File: src/rtl/core/swfr_pkg.sv
// Package with the shared types and constants of the sync word frame receiver.
`timescale 1ns / 1ps

package swfr_pkg;

   localparam logic [31:0] SYNC_WORD   = 32'h83ad83ad;
   localparam logic [31:0] FOOTER_WORD = 32'hf007f007;
   localparam logic [15:0] FOOTER_BYTES = 16'd4;

   // Control and status register indexes and their reset values.
   localparam logic [1:0] CSR_MAX_PAYLOAD_LEN   = 2'd0;
   localparam logic [1:0] CSR_STATE_TYPE_CODE   = 2'd1;
   localparam logic [1:0] CSR_STATE_PAYLOAD_LEN = 2'd2;

   localparam logic [15:0] MAX_PAYLOAD_LEN_RESET   = 16'd1024;
   localparam logic [7:0]  STATE_TYPE_CODE_RESET   = 8'd0;
   localparam logic [15:0] STATE_PAYLOAD_LEN_RESET = 16'd64;

   typedef enum logic [5:0] {
      PH_HUNT    = 6'b000001,
      PH_TYPE    = 6'b000010,
      PH_LEN_HI  = 6'b000100,
      PH_LEN_LO  = 6'b001000,
      PH_PAYLOAD = 6'b010000,
      PH_FOOTER  = 6'b100000
   } phase_type;

   typedef enum logic {
      KIND_PAYLOAD   = 1'b0,
      KIND_FRAME_END = 1'b1
   } kind_type;

   typedef enum logic [1:0] {
      ST_GOOD        = 2'd0,
      ST_LEN_TOO_BIG = 2'd1,
      ST_BAD_FOOTER  = 2'd2,
      ST_STATE_SIZE  = 2'd3
   } status_type;

   typedef struct packed {
      kind_type    kind;
      logic [7:0]  data_byte;
      logic [15:0] byte_index;
      logic [7:0]  frame_type;
      logic [15:0] frame_len;
      status_type  status;
   } result_type;

endpackage

File: src/rtl/core/sync_word_frame_receiver_top.sv
// Top level of the sync word frame receiver: byte deframer with output skid stage.
`timescale 1ns / 1ps

// Channel   Direction  Handshake            Payload
// req_      in         req_valid/req_stall  req_rx_byte
// rsp_      out        rsp_valid/rsp_stall  rsp_kind, rsp_data_byte, rsp_byte_index,
//                                           rsp_frame_type, rsp_frame_len, rsp_status
// csr_      in         csr_write_enable     csr_index, csr_write_data
//
// Every accepted byte is handled in the cycle it is accepted, so the block takes one
// transaction per clock while req_stall is low; each result is registered before rsp_.
// The limit is the single deframing state machine, which updates once per byte.
// Reset is synchronous and active high; it returns the block to sync hunting and
// restores the register defaults. A stalled result waits in the output register while a
// second one fills the skid register; req_stall rises only when the skid is occupied.

module sync_word_frame_receiver_top (
   input  logic                clock,
   input  logic                reset,

   input  logic                req_valid,
   output logic                req_stall,
   input  logic [7:0]          req_rx_byte,

   output logic                rsp_valid,
   input  logic                rsp_stall,
   output logic                rsp_kind,
   output logic [7:0]          rsp_data_byte,
   output logic [15:0]         rsp_byte_index,
   output logic [7:0]          rsp_frame_type,
   output logic [15:0]         rsp_frame_len,
   output logic [1:0]          rsp_status,

   input  logic                csr_write_enable,
   input  logic [1:0]          csr_index,
   input  logic [15:0]         csr_write_data
);

   // Configuration registers.
   logic [15:0] max_payload_len_ff;
   logic [7:0]  state_type_code_ff;
   logic [15:0] state_payload_len_ff;

   // Deframer state.
   swfr_pkg::phase_type phase_ff, phase_in;
   logic [31:0] sync_shift_ff, sync_shift_in;
   logic [7:0]  cur_type_ff, cur_type_in;
   logic [15:0] cur_len_ff, cur_len_in;
   logic [15:0] byte_count_ff, byte_count_in;
   logic [31:0] footer_shift_ff, footer_shift_in;

   // Output register and skid register.
   logic                 out_valid_ff;
   swfr_pkg::result_type out_data_ff;
   logic                 skid_valid_ff;
   swfr_pkg::result_type skid_data_ff;

   logic                 req_accept;
   logic                 out_take;
   logic                 res_valid;
   swfr_pkg::result_type res_data;

   logic [15:0] count_inc;
   logic [15:0] len_full;
   logic [31:0] sync_next;
   logic [31:0] footer_next;

   assign req_stall  = skid_valid_ff;
   assign req_accept = req_valid && !req_stall;
   assign out_take   = out_valid_ff && !rsp_stall;

   assign count_inc   = byte_count_ff + 16'd1;
   assign len_full    = {cur_len_ff[15:8], req_rx_byte};
   assign sync_next   = {sync_shift_ff[23:0], req_rx_byte};
   assign footer_next = {footer_shift_ff[23:0], req_rx_byte};

   // Configuration writes are registered.
   always_ff @(posedge clock) begin
      if (reset) begin
         max_payload_len_ff   <= swfr_pkg::MAX_PAYLOAD_LEN_RESET;
         state_type_code_ff   <= swfr_pkg::STATE_TYPE_CODE_RESET;
         state_payload_len_ff <= swfr_pkg::STATE_PAYLOAD_LEN_RESET;
      end else if (csr_write_enable) begin
         unique case (csr_index)
            swfr_pkg::CSR_MAX_PAYLOAD_LEN:   max_payload_len_ff   <= csr_write_data;
            swfr_pkg::CSR_STATE_TYPE_CODE:   state_type_code_ff   <= csr_write_data[7:0];
            swfr_pkg::CSR_STATE_PAYLOAD_LEN: state_payload_len_ff <= csr_write_data;
            default: ;
         endcase
      end
   end

   // Deframing step for the byte at the input. The result carries the frame fields as
   // they stand after this byte has been taken in.
   always_comb begin
      phase_in        = phase_ff;
      sync_shift_in   = sync_shift_ff;
      cur_type_in     = cur_type_ff;
      cur_len_in      = cur_len_ff;
      byte_count_in   = byte_count_ff;
      footer_shift_in = footer_shift_ff;
      res_valid       = 1'b0;
      res_data.kind       = swfr_pkg::KIND_FRAME_END;
      res_data.data_byte  = 8'd0;
      res_data.byte_index = 16'd0;
      res_data.frame_type = cur_type_ff;
      res_data.frame_len  = cur_len_ff;
      res_data.status     = swfr_pkg::ST_GOOD;

      unique case (phase_ff)
         swfr_pkg::PH_TYPE: begin
            cur_type_in = req_rx_byte;
            phase_in    = swfr_pkg::PH_LEN_HI;
         end
         swfr_pkg::PH_LEN_HI: begin
            cur_len_in = {req_rx_byte, 8'd0};
            phase_in   = swfr_pkg::PH_LEN_LO;
         end
         swfr_pkg::PH_LEN_LO: begin
            cur_len_in      = len_full;
            byte_count_in   = 16'd0;
            footer_shift_in = 32'd0;
            res_data.frame_len = len_full;
            if (len_full > max_payload_len_ff) begin
               // Oversized frames are rejected as soon as the length is known.
               phase_in        = swfr_pkg::PH_HUNT;
               res_valid       = 1'b1;
               res_data.status = swfr_pkg::ST_LEN_TOO_BIG;
            end else if (len_full == 16'd0) begin
               phase_in = swfr_pkg::PH_FOOTER;
            end else begin
               phase_in = swfr_pkg::PH_PAYLOAD;
            end
         end
         swfr_pkg::PH_PAYLOAD: begin
            res_valid           = 1'b1;
            res_data.kind       = swfr_pkg::KIND_PAYLOAD;
            res_data.data_byte  = req_rx_byte;
            res_data.byte_index = byte_count_ff;
            if (count_inc >= cur_len_ff) begin
               byte_count_in   = 16'd0;
               footer_shift_in = 32'd0;
               phase_in        = swfr_pkg::PH_FOOTER;
            end else begin
               byte_count_in = count_inc;
            end
         end
         swfr_pkg::PH_FOOTER: begin
            footer_shift_in = footer_next;
            byte_count_in   = count_inc;
            if (count_inc >= swfr_pkg::FOOTER_BYTES) begin
               phase_in      = swfr_pkg::PH_HUNT;
               byte_count_in = 16'd0;
               res_valid     = 1'b1;
               if (footer_next != swfr_pkg::FOOTER_WORD) begin
                  res_data.status = swfr_pkg::ST_BAD_FOOTER;
               end else if (cur_type_ff == state_type_code_ff &&
                            cur_len_ff != state_payload_len_ff) begin
                  res_data.status = swfr_pkg::ST_STATE_SIZE;
               end
            end
         end
         default: begin
            // Hunting; a matched sync word clears the shift register so the next
            // hunt starts from nothing.
            phase_in      = swfr_pkg::PH_HUNT;
            sync_shift_in = sync_next;
            if (sync_next == swfr_pkg::SYNC_WORD) begin
               sync_shift_in = 32'd0;
               phase_in      = swfr_pkg::PH_TYPE;
            end
         end
      endcase
   end

   always_ff @(posedge clock) begin
      if (reset) begin
         phase_ff        <= swfr_pkg::PH_HUNT;
         sync_shift_ff   <= 32'd0;
         cur_type_ff     <= 8'd0;
         cur_len_ff      <= 16'd0;
         byte_count_ff   <= 16'd0;
         footer_shift_ff <= 32'd0;
      end else if (req_accept) begin
         phase_ff        <= phase_in;
         sync_shift_ff   <= sync_shift_in;
         cur_type_ff     <= cur_type_in;
         cur_len_ff      <= cur_len_in;
         byte_count_ff   <= byte_count_in;
         footer_shift_ff <= footer_shift_in;
      end
   end

   // Output register with skid. New results go straight to the output register when it
   // is free or being drained; otherwise they park in the skid register, which stalls
   // the input until the output register takes it over.
   always_ff @(posedge clock) begin
      if (reset) begin
         out_valid_ff  <= 1'b0;
         skid_valid_ff <= 1'b0;
      end else if (skid_valid_ff) begin
         if (out_take) begin
            out_valid_ff  <= 1'b1;
            skid_valid_ff <= 1'b0;
         end
      end else if (!out_valid_ff || out_take) begin
         out_valid_ff <= req_accept && res_valid;
      end else if (req_accept && res_valid) begin
         skid_valid_ff <= 1'b1;
      end
   end

   always_ff @(posedge clock) begin
      if (skid_valid_ff) begin
         if (out_take) begin
            out_data_ff <= skid_data_ff;
         end
      end else if (!out_valid_ff || out_take) begin
         out_data_ff <= res_data;
      end else begin
         skid_data_ff <= res_data;
      end
   end

   assign rsp_valid      = out_valid_ff;
   assign rsp_kind       = out_data_ff.kind;
   assign rsp_data_byte  = out_data_ff.data_byte;
   assign rsp_byte_index = out_data_ff.byte_index;
   assign rsp_frame_type = out_data_ff.frame_type;
   assign rsp_frame_len  = out_data_ff.frame_len;
   assign rsp_status     = out_data_ff.status;

endmodule
File: config.mk
export PLATFORM = sky130hd
export DESIGN_NAME = sync_word_frame_receiver_top
export DESIGN_NICKNAME = d
export VERILOG_FILES = /design/src/rtl/core/swfr_pkg.sv /design/src/rtl/core/sync_word_frame_receiver_top.sv
export SDC_FILE = /design/constraint.sdc
export NUM_CORES = 1
export LEC_CHECK = 0
export CORE_MARGIN = 1
export CORE_UTILIZATION = 35
export DETAILED_ROUTE_END_ITERATION = 8
export DONT_BUFFER_PORTS = 1
export RECOVER_POWER = 50
export SLEW_MARGIN = 20
export SYNTH_ARGS = -nofsm -noshare
export SYNTH_HDL_FRONTEND = slang
export SYNTH_SLANG_ARGS = --single-unit
File: constraint.sdc
create_clock -name clock -period 4.95 [get_ports clock]
set_input_delay 0 -clock clock [delete_from_list [all_inputs] [get_ports clock]]
set_output_delay 0 -clock clock [all_outputs]
set_load 0.03 [all_outputs]
# After elaboration in Yosys (flattened, before gate mapping)
# Cells that the tools add are included.
totals:
  reg_bits: 238
  in_bits: 31
  out_inout_bits: 53
  word_cells: 105
classes:
  n_addsub: 1
  magnitude_cmp: 3
  n_eq_ne: 14
  n_mux: 33
  n_bitwise: 4
  reduce_logical: 26
op_table:
  columns: ["operator", "count"]
  rows:
  - ["$mux 51", 3]
  - ["$pmux 24 s3", 1]
  - ["$mux 24", 2]
  - ["$pmux 16 s3", 1]
  - ["$eq 32x32->1 const B", 1]
  - ["$mux 16", 2]
  - ["$ne 32x32->1 const B", 1]
  - ["$pmux 16 s2", 1]
  - ["$pmux 6 s5", 1]
  - ["$mux 25", 1]
  - ["$mux 6", 4]
  - ["$reduce_and 2->1", 9]
  - ["$add 16x1->16 const B", 1]
  - ["$ge 16x16->1", 1]
  - ["$ge 16x3->1 const B", 1]
  - ["$gt 16x16->1", 1]
  - ["$logic_not 16->1", 1]
  - ["$ne 16x16->1", 1]
  - ["$mux 1", 10]
  - ["$reduce_and 3->1", 3]
  - ["$eq 8x8->1", 1]
  - ["$mux 2", 4]
  - ["$mux 8", 1]
  - ["$eq 6x2->1 const B", 1]
  - ["18 further kinds", 28]

# Logic depth before layout (Yosys ltp)
logic_depth:
  depth_word: 8
  depth_mapped: 15
  mapped_depth_nobuf: 13

# Worst setup path before layout
# Ideal clock, no wire load.
synth_timing:
  path_kind: "reg2reg"
  startpoint: "register out_valid_ff, in the netlist rsp_valid"
  endpoint: "register out_data_ff (netlist bit rsp_byte_index[0]), enable pin"
  setup_ns: 0.483
  t_arrival_ns: 3.291
  required_time_ns: 4.467
  setup_slack_ns: 1.176
  path_stages_with_launch: 2
  n_path_buf: 0
  synth_period_minus_slack_ns: 3.774
  path_cell_list: "dfxtp_1 -> mux2i_1"
synth_between:
  elab_chain_len: 4
  elab_cells_between_ends: 6
  classes_between: "eq/ne (1); reduce/logical (5)"
synth_rtl:
  columns: ["item", "line_no", "text"]
  rows:
  - ["from (decl)", "sync_word_frame_receiver_top.sv:53", "logic out_valid_ff;"]
  - ["from (signal assigned)", "sync_word_frame_receiver_top.sv:207", "out_valid_ff <= req_accept && res_valid;"]
  - ["$logic_not 1->1 / $logic_and 1x1->1 (equally long branches)", "sync_word_frame_receiver_top.sv:218, sync_word_frame_receiver_top.sv:70", null]
  - ["$logic_or 1x1->1", "sync_word_frame_receiver_top.sv:218", "end else if (!out_valid_ff || out_take) begin"]
  - ["$reduce_bool 2->1 (no source line)", null, null]
  - ["$reduce_and 2->1 (no source line) *", null, null]
  - ["to (signal assigned)", "sync_word_frame_receiver_top.sv:216", "out_data_ff <= skid_data_ff;"]
  - ["to (signal assigned)", "sync_word_frame_receiver_top.sv:219", "out_data_ff <= res_data;"]
  - ["to (decl)", "sync_word_frame_receiver_top.sv:54", "swfr_pkg::result_type out_data_ff;"]
# Every way passes the cells marked *; elsewhere a longest branch is shown, timed or not.
# A chain may end at the register's enable or synchronous reset.

# Worst setup path in the final report
layout_timing:
  startpoint: "register byte_count_ff[0]"
  endpoint: "register byte_count_ff[2]"
layout_between:
  elab_chain_len: 4
  elab_cells_between_ends: 6
  classes_between: "add/sub (1); order compare (2); mux (3)"
layout_rtl:
  columns: ["item", "line_no", "text"]
  rows:
  - ["from (decl)", "sync_word_frame_receiver_top.sv:49", "logic [15:0] byte_count_ff, byte_count_in;"]
  - ["from (signal assigned)", "sync_word_frame_receiver_top.sv:189", "byte_count_ff <= byte_count_in;"]
  - ["$add 16x1->16 *", "sync_word_frame_receiver_top.sv:72", "assign count_inc = byte_count_ff + 16'd1;"]
  - ["$ge 16x3->1 / $ge 16x16->1 (equally long branches)", "sync_word_frame_receiver_top.sv:151, sync_word_frame_receiver_top.sv:140", null]
  - ["$mux 16, on equally long branches", "sync_word_frame_receiver_top.sv:151, sync_word_frame_receiver_top.sv:140", null]
  - ["$pmux 16 s3 *", "sync_word_frame_receiver_top.sv:110", "unique case (phase_ff)"]
# Marked as above.

==> results.py <==
metrics = {
    "status": {
        "status": "complete, but fails checks",
        "violations": "max-capacitance violations, max-slew violations",
    },
    "min_path": {
        "hold_path_depth": 4,
        "hold_class": "in -> reg",
        "min_to": "byte_count_ff[13]",
        "hold_start": "reset",
    },
    "power_and_ir_drop": {
        "swShare_pct": 21.80,
        "power_density_nw_per_um2": 329.6,
        "clkPwrFrac_pct": 45.3,
        "seqPwrFrac_pct": 51.3,
        "intPower_mw": 3.141,
        "power_mw": 4.016,
        "ir_drop_uv": 148.0,
        "power.leakage_nw": 4.503,
        "power_switching_mw": 0.8754,
        "combPwrFrac_pct": 3.4,
    },
    "finish": {
        "final_cell_mix": "169 x nand2_1, 136 x dfxtp_1, 108 x a21oi_1",
        "syn_to_final_growth_pct": 12.27,
        "fin_nets": 1131,
        "final_common_cell": "nand2_1",
        "diodes": 0,
        "instances_no_fill": 1481,
        "drive_above_1_share_pct": 10.51,
    },
    "global_routing": {
        "grt_max_degree": 122,
        "grt_pass1_vias": 7595,
        "grtUsageTotal_pct": 16.73,
        "overflow": 0,
        "grt_antenna_before_repair": 0,
        "grt_pass1_wl_um": 42060,
    },
    "floorplanning": {
        "dieArea_um2": 31720,
        "coreArea_um2": 30510,
        "die_w_um": 178.1,
        "pin_count": 84,
        "initial_core_util_pct": 35.57,
        "die_h_um": 178.1,
        "rows": 64,
    },
    "worst_setup_path": {
        "arrival_ns": 4.38,
        "required_ns": 5.41,
        "critical_path_class": "reg -> reg",
        "reg2reg_depth": 14,
        "ff2ff_setup_slack_ns": 1.03,
        "startpoint": "byte_count_ff[0]",
        "cp_max_fo": 9,
        "cp-start-kind": "flop",
        "end_kind": "flop",
        "r2r_start": "byte_count_ff[0]",
        "r2r-end": "byte_count_ff[2]",
    },
    "detailed_routing": {
        "drt-wirelength-per-cell_um": 17.78,
        "dr.pass1.iters": 5,
        "wirelength_um": 26330,
        "drc": 0,
        "vias": 7837,
        "viasPerCell": 5.292,
        "drtAntennaViolNets": 0,
        "drt_iter0_drc": 739,
    },
    "synth": {
        "yosysSeqAreaShare_pct": 53.31,
        "synth_top_flop_cell": "dfxtp_1",
        "synth-async-reset-ratio_pct": 0,
        "synthAdderAreaFrac_pct": 3.804,
        "syn_nets": 1135,
        "syn_area_um2": 10850,
        "synth-xor-area-share_pct": 3.309,
        "netlist_instances": 1071,
        "yosys_register_bits": 238,
        "synth_edf_count": 102,
        "yosysUniqueCellTypes": 74,
        "synth_simple_gate_area_share_pct": 18.15,
        "yosys-mux-area-fraction_pct": 5.857,
        "synth_top_family_by_area": "simple AND/OR/NAND/NOR gates",
        "ys_warn_count": 0,
        "synth_compound_area_share_pct": 11.34,
        "syn_avg_cell_area_um2": 10.13,
    },
    "sta": {
        "skew_ns": 0.01159,
        "fin_crit_sh_pct": 79.11,
        "slew_violations": 226,
        "fmaxAchievable_mhz": 255.4,
        "whs_ns": 0.01664,
        "hold_violations": 0,
        "setup_tns_ns": 0,
        "max_slew.worst_pin.slew_ns": 2.820,
        "finalSetupViolCount": 0,
        "rsz0062_at_grt": "false",
        "finalWorstSetupSlack_ns": 1.034,
        "max_slew_margin_pct": -88.03,
        "period_minus_slack_ns": 3.916,
    },
    "flow_run": {
        "cap_violations": 3,
    },
    "placed_design": {
        "place_congestion": 0.8719,
        "dp_worst_setup_slack_ns": 1.184,
        "port_buffers": 0,
        "hpwl_um": 17160,
        "dp.cells": 1403,
    },
    "clock_network": {
        "insertion_delay_ns": 0.52,
        "root_buffer": "clkbuf_16",
        "clk_path_buf_depth": 3,
        "path_clk_slew_ns": 0.06,
        "cts_setup_buffers": 0,
        "ctsHoldBuffers": 33,
        "cts_buffers": 25,
        "cts_resized": 0,
        "htreeDepth": 1,
        "tritoncts": "done",
        "cts.sinks": 238,
    },
}
## critical path: stages (launching register included)
cell and delay (ns):
dfxtp_1 0.47, ha_1 0.39, nand3_1 0.24, nor2_1 0.24, and4_1 0.23, xor2_1 0.20
ha_1 0.27, nand2_1 0.06, o21a_1 0.12, nand2_1 0.06, o21a_1 0.27, nor2_2 0.38
nand4b_1 0.16, a31oi_1 0.17, dlygate4sd3_1 0.59
## cells by family after synthesis
group | after synthesis
mux | 58
fa+ha+maj | 33
simple gates | 393
buf+inv | 108
flops | 238
xor+xnor | 41
compound gates | 200
## sequential cells by signal, indices dropped and copies added, names as in the netlist
register,count
skid_data_ff,51
footer_shift_ff,24
sync_shift_ff,24
byte_count_ff,16
cur_len_ff,16
max_payload_len_ff,16
rsp_byte_index,16
rsp_frame_len,16
state_payload_len_ff,16
cur_type_ff,8
rsp_data_byte,8
rsp_frame_type,8
state_type_code_ff,8
phase_ff,6
rsp_status,2
req_stall,1
rsp_kind,1
rsp_valid,1
## metrics by stage
| stage | util, % | instance area, um2 |
|---|---|---|
| 6_report | 39.94 | 12180 |
| 5_1_grt | 39.94 | 12180 |
| 4_1_cts | 40.10 | 12230 |
| 3_5_place_dp | 36.36 | 11090 |
| 3_3_place_gp | 36.36 | 11090 |
| 2_1_floorplan | - | 10850 |
## how the worst max path moves through the flow
stage / cells after the start / slack (ns) / endpoint
2_1_floorplan: 1 / 1.18 / rsp_byte_index[0]
3_3_place_gp: 13 / 1.29 / footer_shift_ff[23]
3_5_place_dp: 13 / 1.18 / footer_shift_ff[13]
4_1_cts: 14 / 1.11 / byte_count_ff[2]
5_1_grt: 2 / 0.62 / rsp_frame_len[9]
6_report: 14 / 1.03 / byte_count_ff[2]
## metal layers
| layer | wire [um] | GRT usage (%) | vias to the layer above | part of all wire [%] |
|---|---|---|---|---|
| met5 | 0 | 0 | - | 0 |
| met4 | 572 | 5.556 | 0 | 2.2 |
| met3 | 1218 | 2.259 | 42 | 4.6 |
| met2 | 12810 | 28.31 | 189 | 49 |
| met1 | 11720 | 21.86 | 3807 | 45 |
| li1 | - | - | 3799 | - |
## Yosys cell counts, types with 3 or more instances
cell type,instances,area share (%)
a22o_1,10,0.81
nor3_2,3,0.28
buf_4,9,0.62
o211ai_1,8,0.55
edfxtp_1,102,28
dfxtp_1,136,25
buf_2,15,0.69
mux2i_1,17,1.6
xnor2_1,11,0.89
inv_1,36,1.2
mux2_2,40,4.2
ha_1,33,3.8
and4_4,4,0.42
xor2_1,30,2.4
and3b_1,3,0.24
nand4_1,14,0.81
clkbuf_1,36,1.2
nor2_1,48,1.7
nor3_1,9,0.42
nor4_1,10,0.58
a22oi_1,11,0.76
a21oi_1,108,5.0
and3_1,10,0.58
o21ai_0,29,1.3
nand4b_1,7,0.56
o21a_1,4,0.28
nand3b_1,5,0.35
nand2_1,169,5.8
and2_1,23,1.3
nand3_1,59,2.7
a31oi_1,5,0.29
o31ai_1,5,0.35
buf_1,9,0.31
## cell type report
type,instances,area (um2)
multi-input combinational,725,4603
clock buffer,36,740.7
tap,396,495.5
fill,2922,18330
timing repair buffer,39,362.8
clock inverter,9,53.80
sequential,238,5786
inverter,38,142.6
## power by group through the flow
stage | registers, mW | clock network [mW] | logic (mW)
6_report | 2.06 | 1.82 | 0.138
4_1_cts | 2.06 | 1.85 | 0.140
3_5_place_dp | 2.10 | 0 | 0.0828
3_3_place_gp | 2.10 | 0 | 0.0799
2_1_floorplan | 2.10 | 0 | 0.0838
5_1_grt | 2.06 | 1.94 | 0.152
Note: power is estimated with default switching activity, not from simulation.
